==> src/design/atwa_pkg.sv <==
`timescale 1ns / 1ps
`default_nettype none

package atwa_pkg;

  localparam int CNT_W = 16;
  localparam int EK_W  = 48;
  localparam int EV_W  = 3;
  localparam int KIND_W = 2;
  localparam int CIDX_W = 2;

  localparam logic [CNT_W-1:0] CNT_MAX = '1;

  localparam logic [KIND_W-1:0] KIND_OBSERVE = 2'd0;
  localparam logic [KIND_W-1:0] KIND_MARK    = 2'd1;
  localparam logic [KIND_W-1:0] KIND_SCAN    = 2'd2;

  localparam logic [EV_W-1:0] EV_KNOWN       = 3'd0;
  localparam logic [EV_W-1:0] EV_NEW_FLAGGED = 3'd1;
  localparam logic [EV_W-1:0] EV_NEW_WARMUP  = 3'd2;
  localparam logic [EV_W-1:0] EV_VANISHED    = 3'd3;
  localparam logic [EV_W-1:0] EV_DONE        = 3'd4;

  localparam logic [CIDX_W-1:0] REG_WARMUP   = 2'd0;
  localparam logic [CIDX_W-1:0] REG_VANISH   = 2'd1;
  localparam logic [CIDX_W-1:0] REG_BASELINE = 2'd2;

  localparam logic [CNT_W-1:0] WARMUP_RST   = 16'd10;
  localparam logic [CNT_W-1:0] VANISH_RST   = 16'd10;
  localparam logic [CNT_W-1:0] BASELINE_RST = 16'd3;

  typedef struct packed {
    logic [CNT_W-1:0] warmup_scans;
    logic [CNT_W-1:0] vanish_misses;
    logic [CNT_W-1:0] baseline_observations;
  } cfg_t;

  typedef struct packed {
    logic             match;
    logic             vanish;
    logic [CNT_W-1:0] obs_next;
    logic [CNT_W-1:0] miss_next;
  } unit_res_t;

endpackage

`default_nettype wire

==> src/design/atwa_unit.sv <==
`timescale 1ns / 1ps
`default_nettype none

module atwa_unit #(
  parameter int KEY_BITS = 48
) (
  input  wire logic [KEY_BITS+2*atwa_pkg::CNT_W-1:0] word,
  input  wire logic [KEY_BITS-1:0]                   key,
  input  wire atwa_pkg::cfg_t                        cfg,
  output atwa_pkg::unit_res_t                        res
);
  import atwa_pkg::*;

  localparam int W = KEY_BITS + 2 * CNT_W;

  logic [KEY_BITS-1:0] ekey;
  logic [CNT_W-1:0]    obs;
  logic [CNT_W-1:0]    miss;

  assign ekey = word[W-1 -: KEY_BITS];
  assign obs  = word[2*CNT_W-1:CNT_W];
  assign miss = word[CNT_W-1:0];

  always_comb begin
    res.match     = (ekey == key);
    res.obs_next  = (obs == CNT_MAX) ? obs : obs + CNT_W'(1);
    res.miss_next = (miss == CNT_MAX) ? miss : miss + CNT_W'(1);
    res.vanish    = (res.miss_next > cfg.vanish_misses) &&
                    (obs >= cfg.baseline_observations);
  end

endmodule

`default_nettype wire

==> config.mk <==
export PLATFORM = sky130hd
export DESIGN_NAME = atwa_unit
export DESIGN_NICKNAME = d
export VERILOG_FILES = /design/src/design/atwa_pkg.sv /design/src/design/atwa_unit.sv
export SDC_FILE = /design/constraint.sdc
export NUM_CORES = 1
export LEC_CHECK = 0
export ABC_AREA = 1
export BUFFER_PORTS_ARGS = -buffer_cell sky130_fd_sc_hd__buf_2
export CAP_MARGIN = 20
export CELL_PAD_IN_SITES_DETAIL_PLACEMENT = 0
export CELL_PAD_IN_SITES_GLOBAL_PLACEMENT = 1
export CORE_UTILIZATION = 22
export DETAILED_ROUTE_END_ITERATION = 10
export GPL_ROUTABILITY_DRIVEN = 0
export GPL_TIMING_DRIVEN = 0
export PLACE_DENSITY = 0.92
export REMOVE_ABC_BUFFERS = 1
export SKIP_LAST_GASP = 1
export SLEW_MARGIN = 5
export SYNTH_ARGS = -nofsm -noshare
export SYNTH_HDL_FRONTEND = slang
export SYNTH_SLANG_ARGS = --single-unit
==> constraint.sdc <==
create_clock -name vclk -period 2.9
set_input_delay 0.58 -clock vclk [all_inputs]
set_output_delay 0.58 -clock vclk [all_outputs]
set_load 0.02 [all_outputs]
==> results.toml, run 1 <==
[run_status]
outcome = "finished with violations"
violations = "setup timing"

[grt]
grt_usage = 0.127
grt_pass1_wl_um = 12100
grt_pass1_vias = 2827
antenna_found_initial = 0
globalRouteOverflowTotal = 0
grt_max_degree = 13

[placement]
dp_hpwl_um = 6810
dp.cells = 737
io_buffers = 194

[routing]
drt_pass1_iterations = 4
viasPerCell = 4.10
wl_um = 7570
wire_per_inst_um = 10.1
wl_met1_um = 3410
drc_errors = 0
drt_iter0_markers = 81
drtAntennaViolNets = 0
vias = 3059
top_layer_used = "met4"
wl_met3_um = 288
wl_met2_um = 3850

[yosys]
ys_types = 26
syn_inst = 409
ys_seq_area_frac = 0
ys_warn_count = 0
avgSynthCellArea_um2 = 5.75
syn_area_mm2 = 0.00235

[critical_path]
critPathCaptureType = "primary output"
startpoint = "word[1]"
cp.required_ps = 2320
criticalPathCategory = "input pin to primary output"
crit_fanout = 6
crit_arrival_ps = 2650
startpoint_type = "input pin"

[finish]
clock_buffers = 0
fin_nets = 823
multi_input_area_mm2 = 0.00218
layout-drive-gt1-share = 0.398
synthToLayoutAreaGrowth_pct = 56.8
antenna_cells = 0
post-route-util = 0.357
seq_cells = 0
fillCellCount = 1172
seq_area_um2 = 0
stdcell_count = 747

[timing]
timing.final.ws_setup_ps = -328
grt_setup_unrepaired = "yes"
slew-limit-headroom = 0.802
final-setup-viol-count = 1
final_max_slew_viol_count = 0
fin_crit_ps = 3230
hold_viol = 0
tightestPinTransition_ps = 296
max_freq_mhz = 310
period_share = 1.11

[pwr]
power_density_mw_per_mm2 = 134
total_power_mw = 0.494
peakVddDrop_v = 0.0000589
leakage_nw = 2.08

[floorplanning]
fp.dieW_um = 105
die_h_um = 105
dieArea_mm2 = 0.0111
ioPinCount = 210
core_mm2 = 0.0103
start_util = 0.228
row_count = 37

[job]
max-cap-violations = 0

[worst_hold_path]
hold_end = "res[27]"
min_from = "word[27]"
hold_path_depth = 4
worst_hold_path_type = "input pin to primary output"
cell families after synthesis:
logic type | count (synthesis) | share of synthesized area
compound gates | 24 | 0.0564
xor+xnor | 59 | 0.223
buf+inv | 71 | 0.120
simple gates | 221 | 0.420
fa+ha+maj | 34 | 0.181
layout make-up:
cell class         count  share of cell area
repair buffers       203               0.289
multi-input cells    338               0.592
well taps            136              0.0461
repair inverters       1             0.00204
inverters             69              0.0709
cell usage in the layout (no fill, tap or decap), types with 7 or more instances in the layout:
| cell type | instances |
|---|---|
| a21oi_1 | 10 |
| inv_1 | 66 |
| ha_1 | 30 |
| nand3_1 | 23 |
| buf_2 | 191 |
| nand2_1 | 104 |
| nand2_2 | 10 |
| buf_4 | 10 |
| xor2_1 | 11 |
| xnor2_1 | 47 |
| nor3_1 | 7 |
| nand4_1 | 13 |
| nor2_1 | 44 |
worst max-delay path: stages:
cell and delay, ps:
buf_8 80, ha_4 130, nand2_2 40, inv_2 50, nand2_2 70, nor2_4 140, nand3_4 100, nor2_4 170
clkinvlp_4 230, nand2_2 130, ha_1 130, nand4_1 120, nor3_4 240, nand2_1 70, nand2_1 60, nand2_1 60
nor2_1 100, buf_4 150
per-layer routing:
metal | track usage | up-vias
met4 | 0.00604 | 0
li1 | - | 1690
met3 | 0.00557 | 2
met5 | 0 | -
met1 | 0.167 | 1300
met2 | 0.237 | 67
how the worst max path moves through the flow:
stage / end / slack (ps) / cells after the start
6_report: res[32] / -330 / 18
3_3_place_gp: res[32] / -690 / 19
5_1_grt: res[32] / -540 / 18
3_5_place_dp: res[32] / -720 / 19
2_1_floorplan: res[32] / -320 / 20
4_1_cts: res[32] / -390 / 22
power by group:
part	total [mW]	internal, mW	switching (mW)
Combinational	0.494	0.237	0.257
Clock	0	0	0
Sequential	0	0	0
metrics by stage:
stage          hold slack, ps  setup WS, ps  TNS, ps  area, µm²
3_3_place_gp             1530          -689     -689       3470
2_1_floorplan            1290          -318     -318       2330
6_report                 1540          -328     -328       3690
3_5_place_dp             1530          -721     -721       3470
5_1_grt                  1560          -542     -542       3690
4_1_cts                  1530          -391     -391       3620
cell usage after synthesis, types with 4 or more instances:
cell,n,share of area
nand4_1,13,0.035
inv_1,67,0.11
o21ai_0,8,0.017
ha_1,34,0.18
nand2_1,112,0.18
a21oi_1,12,0.026
nor3_1,9,0.019
nand3b_1,4,0.013
nand3_1,23,0.049
xor2_1,11,0.041
nor2_1,47,0.075
or2_2,4,0.011
xnor2_1,47,0.17
repair_timing:
item,in CTS,in global routing
gates resized for setup,25,10
hold buffers,0,0
gates cloned,1,0
setup buffers,8,1
setup endpoints to repair,1,2
pin swaps,16,7
Note: power is estimated with default switching activity, not from simulation.
==> inputs of run 2 (changes only) <==
- PLACE_DENSITY: 0.92 -> unset
- PLACE_DENSITY_LB_ADDON: unset -> 0.1
==> results.toml, run 2 (same netlist as run 1, synthesis figures left out) <==
[grt]
grt_pass1_vias = 2952
grt_max_degree = 13
antenna_found_initial = 0
globalRouteOverflowTotal = 0
grt_usage = 0.136
grt_pass1_wl_um = 12900

[pwr]
power_density_mw_per_mm2 = 132
seq_power_share = 0
comb_power_share = 1.000
p_int_mw = 0.239
peakVddDrop_v = 0.0000533
clockPowerShare = 0
leakage_nw = 2.12
p_switching_mw = 0.256
swShare = 0.517
total_power_mw = 0.495

[placement]
io_buffers = 194
dp_hpwl_um = 7240
postPlaceCellArea_mm2 = 0.00347

[critical_path]
crit_arrival_ps = 2630
critPathCaptureType = "primary output"
criticalPathCategory = "input pin to primary output"
crit_fanout = 6
startpoint_type = "input pin"
cp.required_ps = 2320

[timing]
slew-limit-headroom = 0.792
timing.final.ws_setup_ps = -315
fin_crit_ps = 3210
final-setup-viol-count = 1
grt_setup_unrepaired = "yes"
period_share = 1.11
max_freq_mhz = 311
tightestPinTransition_ps = 310
final_max_slew_viol_count = 0
hold_viol = 0

[finish]
layout_commonest_cell = "buf_2"
clock_buffers = 0
antenna_cells = 0
fin_nets = 828
final_area_mm2 = 0.00376
layout-drive-gt1-share = 0.407
final_cell_mix = "buf_2 (190), nand2_1 (103), inv_1 (65)"
seq_area_um2 = 0
fillCellCount = 1189
synthToLayoutAreaGrowth_pct = 59.8
seq_cells = 0

[routing]
viasPerCell = 4.16
wl_um = 7950
drc_errors = 0
wire_per_inst_um = 10.6
drtAntennaViolNets = 0
vias = 3128
drt_pass1_iterations = 4
drt_iter0_markers = 77

[floorplanning]
core_mm2 = 0.0103
dieArea_mm2 = 0.0111
fp.dieW_um = 105
die_h_um = 105
row_count = 37
start_util = 0.228
ioPinCount = 210

[job]
max-cap-violations = 0

[clock_tree]
cts_hold_buffers = 0

[worst_hold_path]
worst_hold_path_type = "input pin to primary output"

[run_status]
violations = "setup timing"
outcome = "finished with violations"
-- run 2: path summary, 6_finish.rpt --
| path | from | end | slack (ps) | cells past startpoint |
|---|---|---|---|---|
| worst max-delay path | word[1] | res[32] | -310 | 21 |
| worst min-delay path | word[16] | res[16] | 1540 | 3 |
-- run 2: routing by layer --
metal,share of wire,global-route usage,wire [µm],vias up
met5,0,0,0,-
met4,0.0018,0.00402,14,0
met3,0.043,0.00866,340,2
met2,0.51,0.265,4080,79
met1,0.44,0.169,3510,1344
li1,-,-,-,1703
-- run 2: critical path, cell delays in order --
cell and delay, ps:
buf_8 80, ha_4 130, nand2_2 40, inv_2 80
nand2_4 60, nor2_4 110, nand3_4 90, nor2_4 170
clkinvlp_4 230, buf_6 180, nand2_2 60, ha_1 160
a21oi_2 60, nor2_1 100, nor2_1 50, nand2_1 60
nand2_1 50, nand2_1 60, nand2_1 50, nor2_1 80
buf_4 150
-- run 2: per-stage QoR --
step / worst slack (ps) / cells / utilization / setup TNS (ps) / hold WS (ps)
2_1_floorplan: -318 / 407 / - / -318 / 1290
3_3_place_gp: -684 / 737 / 0.336 / -684 / 1550
3_5_place_dp: -727 / 737 / 0.336 / -727 / 1550
4_1_cts: -411 / 756 / 0.364 / -695 / 1550
5_1_grt: -512 / 752 / 0.364 / -512 / 1560
6_report: -315 / 752 / 0.364 / -315 / 1540
-- run 2: layout make-up --
| cell class | instances | area (µm²) | share of cell area |
|---|---|---|---|
| Multi-Input combinational cell | 338 | 2200 | 0.586 |
| Inverter | 69 | 262 | 0.0696 |
| Tap cell | 136 | 170 | 0.0453 |
| Timing Repair inverter | 1 | 7.51 | 0.00200 |
| Timing Repair Buffer | 208 | 1120 | 0.297 |
-- run 2: power by group through the flow --
stage	Sequential (mW)	Clock, mW	Combinational [mW]
5_1_grt	0	0	0.558
6_report	0	0	0.495
4_1_cts	0	0	0.501
3_3_place_gp	0	0	0.464
3_5_place_dp	0	0	0.466
2_1_floorplan	0	0	0.258
-- run 2: what timing repair did --
action                                  CTS  global route
setup buffers                            18             2
pin swaps                                22            10
resized for setup                        38             9
endpoints found under the setup margin    1            12
cloned                                    1             0
==> inputs of run 3 (changes only) <==
- ABC_AREA: 1 -> unset
- CORE_UTILIZATION: 22 -> 21
==> results.toml, run 3 <==
[run_status]
violations = "setup timing"
outcome = "finished with violations"

[placement]
place_worst_setup_slack_ps = -1200
dp_hpwl_um = 6830
io_buffers = 194

[routing]
vias = 2626
top_layer_used = "met3"
wire_per_inst_um = 12.3
drt_pass1_iterations = 4
wl_um = 7500
viasPerCell = 4.31
wl_met1_um = 3240
wl_met2_um = 3880
drt_iter0_markers = 28
drc_errors = 0
drtAntennaViolNets = 0
wl_met3_um = 380

[grt]
grt_pass1_wl_um = 11500
globalRouteOverflowTotal = 0
antenna_found_initial = 0
grt_pass1_vias = 2475
grt_usage = 0.138
grt_max_degree = 13

[critical_path]
critPathCaptureType = "primary output"
criticalPathCategory = "input pin to primary output"
startpoint_type = "input pin"
slowest_delay_ps = 410
crit_fanout = 7
crit_top_cell = "nand2_2"
startpoint = "word[6]"
crit_path_top_delay_cell = "or3_4"
cp_cell_sequence = "buf_2 > and4_4 > nand4_4 > or3_4 > nand2_2 > nand2_2 > ha_4 > nor2b_1 > o211ai_1 > a21oi_2 > o31ai_2 > a221oi_2 > buf_4"
cp.required_ps = 2320
crit_arrival_ps = 2850

[timing]
tightestPinTransition_ps = 399
max_freq_mhz = 291
hold_viol = 0
final_max_slew_viol_count = 0
grt_setup_unrepaired = "yes"
slew-limit-headroom = 0.732
fin_crit_ps = 3430
timing.final.ws_setup_ps = -531
period_share = 1.18
final-setup-viol-count = 1
tns_ps = -531

[floorplanning]
core_mm2 = 0.00928
start_util = 0.217
dieArea_mm2 = 0.0100
row_count = 35
fp.dieW_um = 100
die_h_um = 100
ioPinCount = 210

[yosys]
avgSynthCellArea_um2 = 7.23
yosysMostFrequentCell = "xor2_1"
synthTopCellsByCount = "xor2_1 (55), ha_1 (34), inv_1 (34)"
synth_area_leaders = "xor2_1 (24%), ha_1 (21%), nand4_1 (6.5%)"
netlist.area_leader.share = 0.239
syn_inst = 279
syn_area_mm2 = 0.00202
ys_seq_area_frac = 0
ys_types = 37
synth_top_cell_by_area = "xor2_1"
ys_warn_count = 0

[pwr]
swShare = 0.512
power_density_mw_per_mm2 = 131
p_switching_mw = 0.227
peakVddDrop_v = 0.0000628
comb_power_share = 1.000
seq_power_share = 0
p_int_mw = 0.216
clockPowerShare = 0
leakage_nw = 1.83

[finish]
antenna_cells = 0
synthToLayoutAreaGrowth_pct = 68.0
clock_buffers = 0
layout-drive-gt1-share = 0.488
seq_cells = 0
layout_commonest_cell = "buf_2"
fin_nets = 692
seq_area_um2 = 0
final_cell_mix = "buf_2 (190), xor2_1 (55), inv_1 (34)"

[job]
max-cap-violations = 0

[worst_hold_path]
min_from = "word[7]"
worst_hold_path_type = "input pin to primary output"
## run 3: what timing repair did
item                       in CTS  in global routing
pin swaps                      21                  7
hold endpoints to repair        0                  0
setup endpoints to repair      19                  1
hold buffers                    0                  0
gates resized for setup        28                  8
setup buffers                   9                  2
## run 3: final timing paths
kind	endpoint	cells past startpoint
max	res[32]	13
min	res[7]	3
## run 3: power by group through the flow
stage          Combinational [mW]  Clock (mW)  Sequential (mW)
2_1_floorplan               0.209           0                0
3_3_place_gp                0.413           0                0
3_5_place_dp                0.415           0                0
4_1_cts                     0.442           0                0
5_1_grt                     0.499           0                0
6_report                    0.443           0                0
## run 3: final cells by class
type                       instances  area (µm²)
inverter                          34         128
timing repair buffer             205        1090
tap                              129         161
fill                            1051        5890
multi-input combinational        241        2020
## run 3: metrics by stage
stage | cells | power [mW] | instance area, µm² | util | hold slack (ps)
after detailed placement | 598 | 0.415 | 3130 | 0.338 | 1500
after global routing | 609 | 0.499 | 3390 | 0.365 | 1500
after floorplan | 275 | 0.209 | 2000 | - | 1300
after CTS | 607 | 0.442 | 3340 | 0.360 | 1500
after global placement | 598 | 0.413 | 3130 | 0.338 | 1490
final | 609 | 0.443 | 3390 | 0.365 | 1500
## run 3: kinds of logic (layout without fill, tap and decap cells)
group,Yosys count,in the layout,synth area share
and+or+nand+nor,102,102,0.284
xor gates and xnor gates,70,70,0.308
buffers and inverters,38,239,0.0713
adders and majority gates,34,34,0.211
AOI/OAI and AO/OA,30,30,0.0992
muxes,5,5,0.0273
## run 3: per-layer routing
layer | vias to the layer above | GRT usage
met5 | - | 0
met4 | 0 | 0
met3 | 0 | 0.0104
met2 | 70 | 0.265
met1 | 1156 | 0.178
li1 | 1400 | -
## run 3: worst max-delay path: cells and delay by family
family                     cells  cell delay (ps)
adders and majority gates      1              240
and+or+nand+nor                6             1090
AOI/OAI and AO/OA              4              650
buffers and inverters          2              280
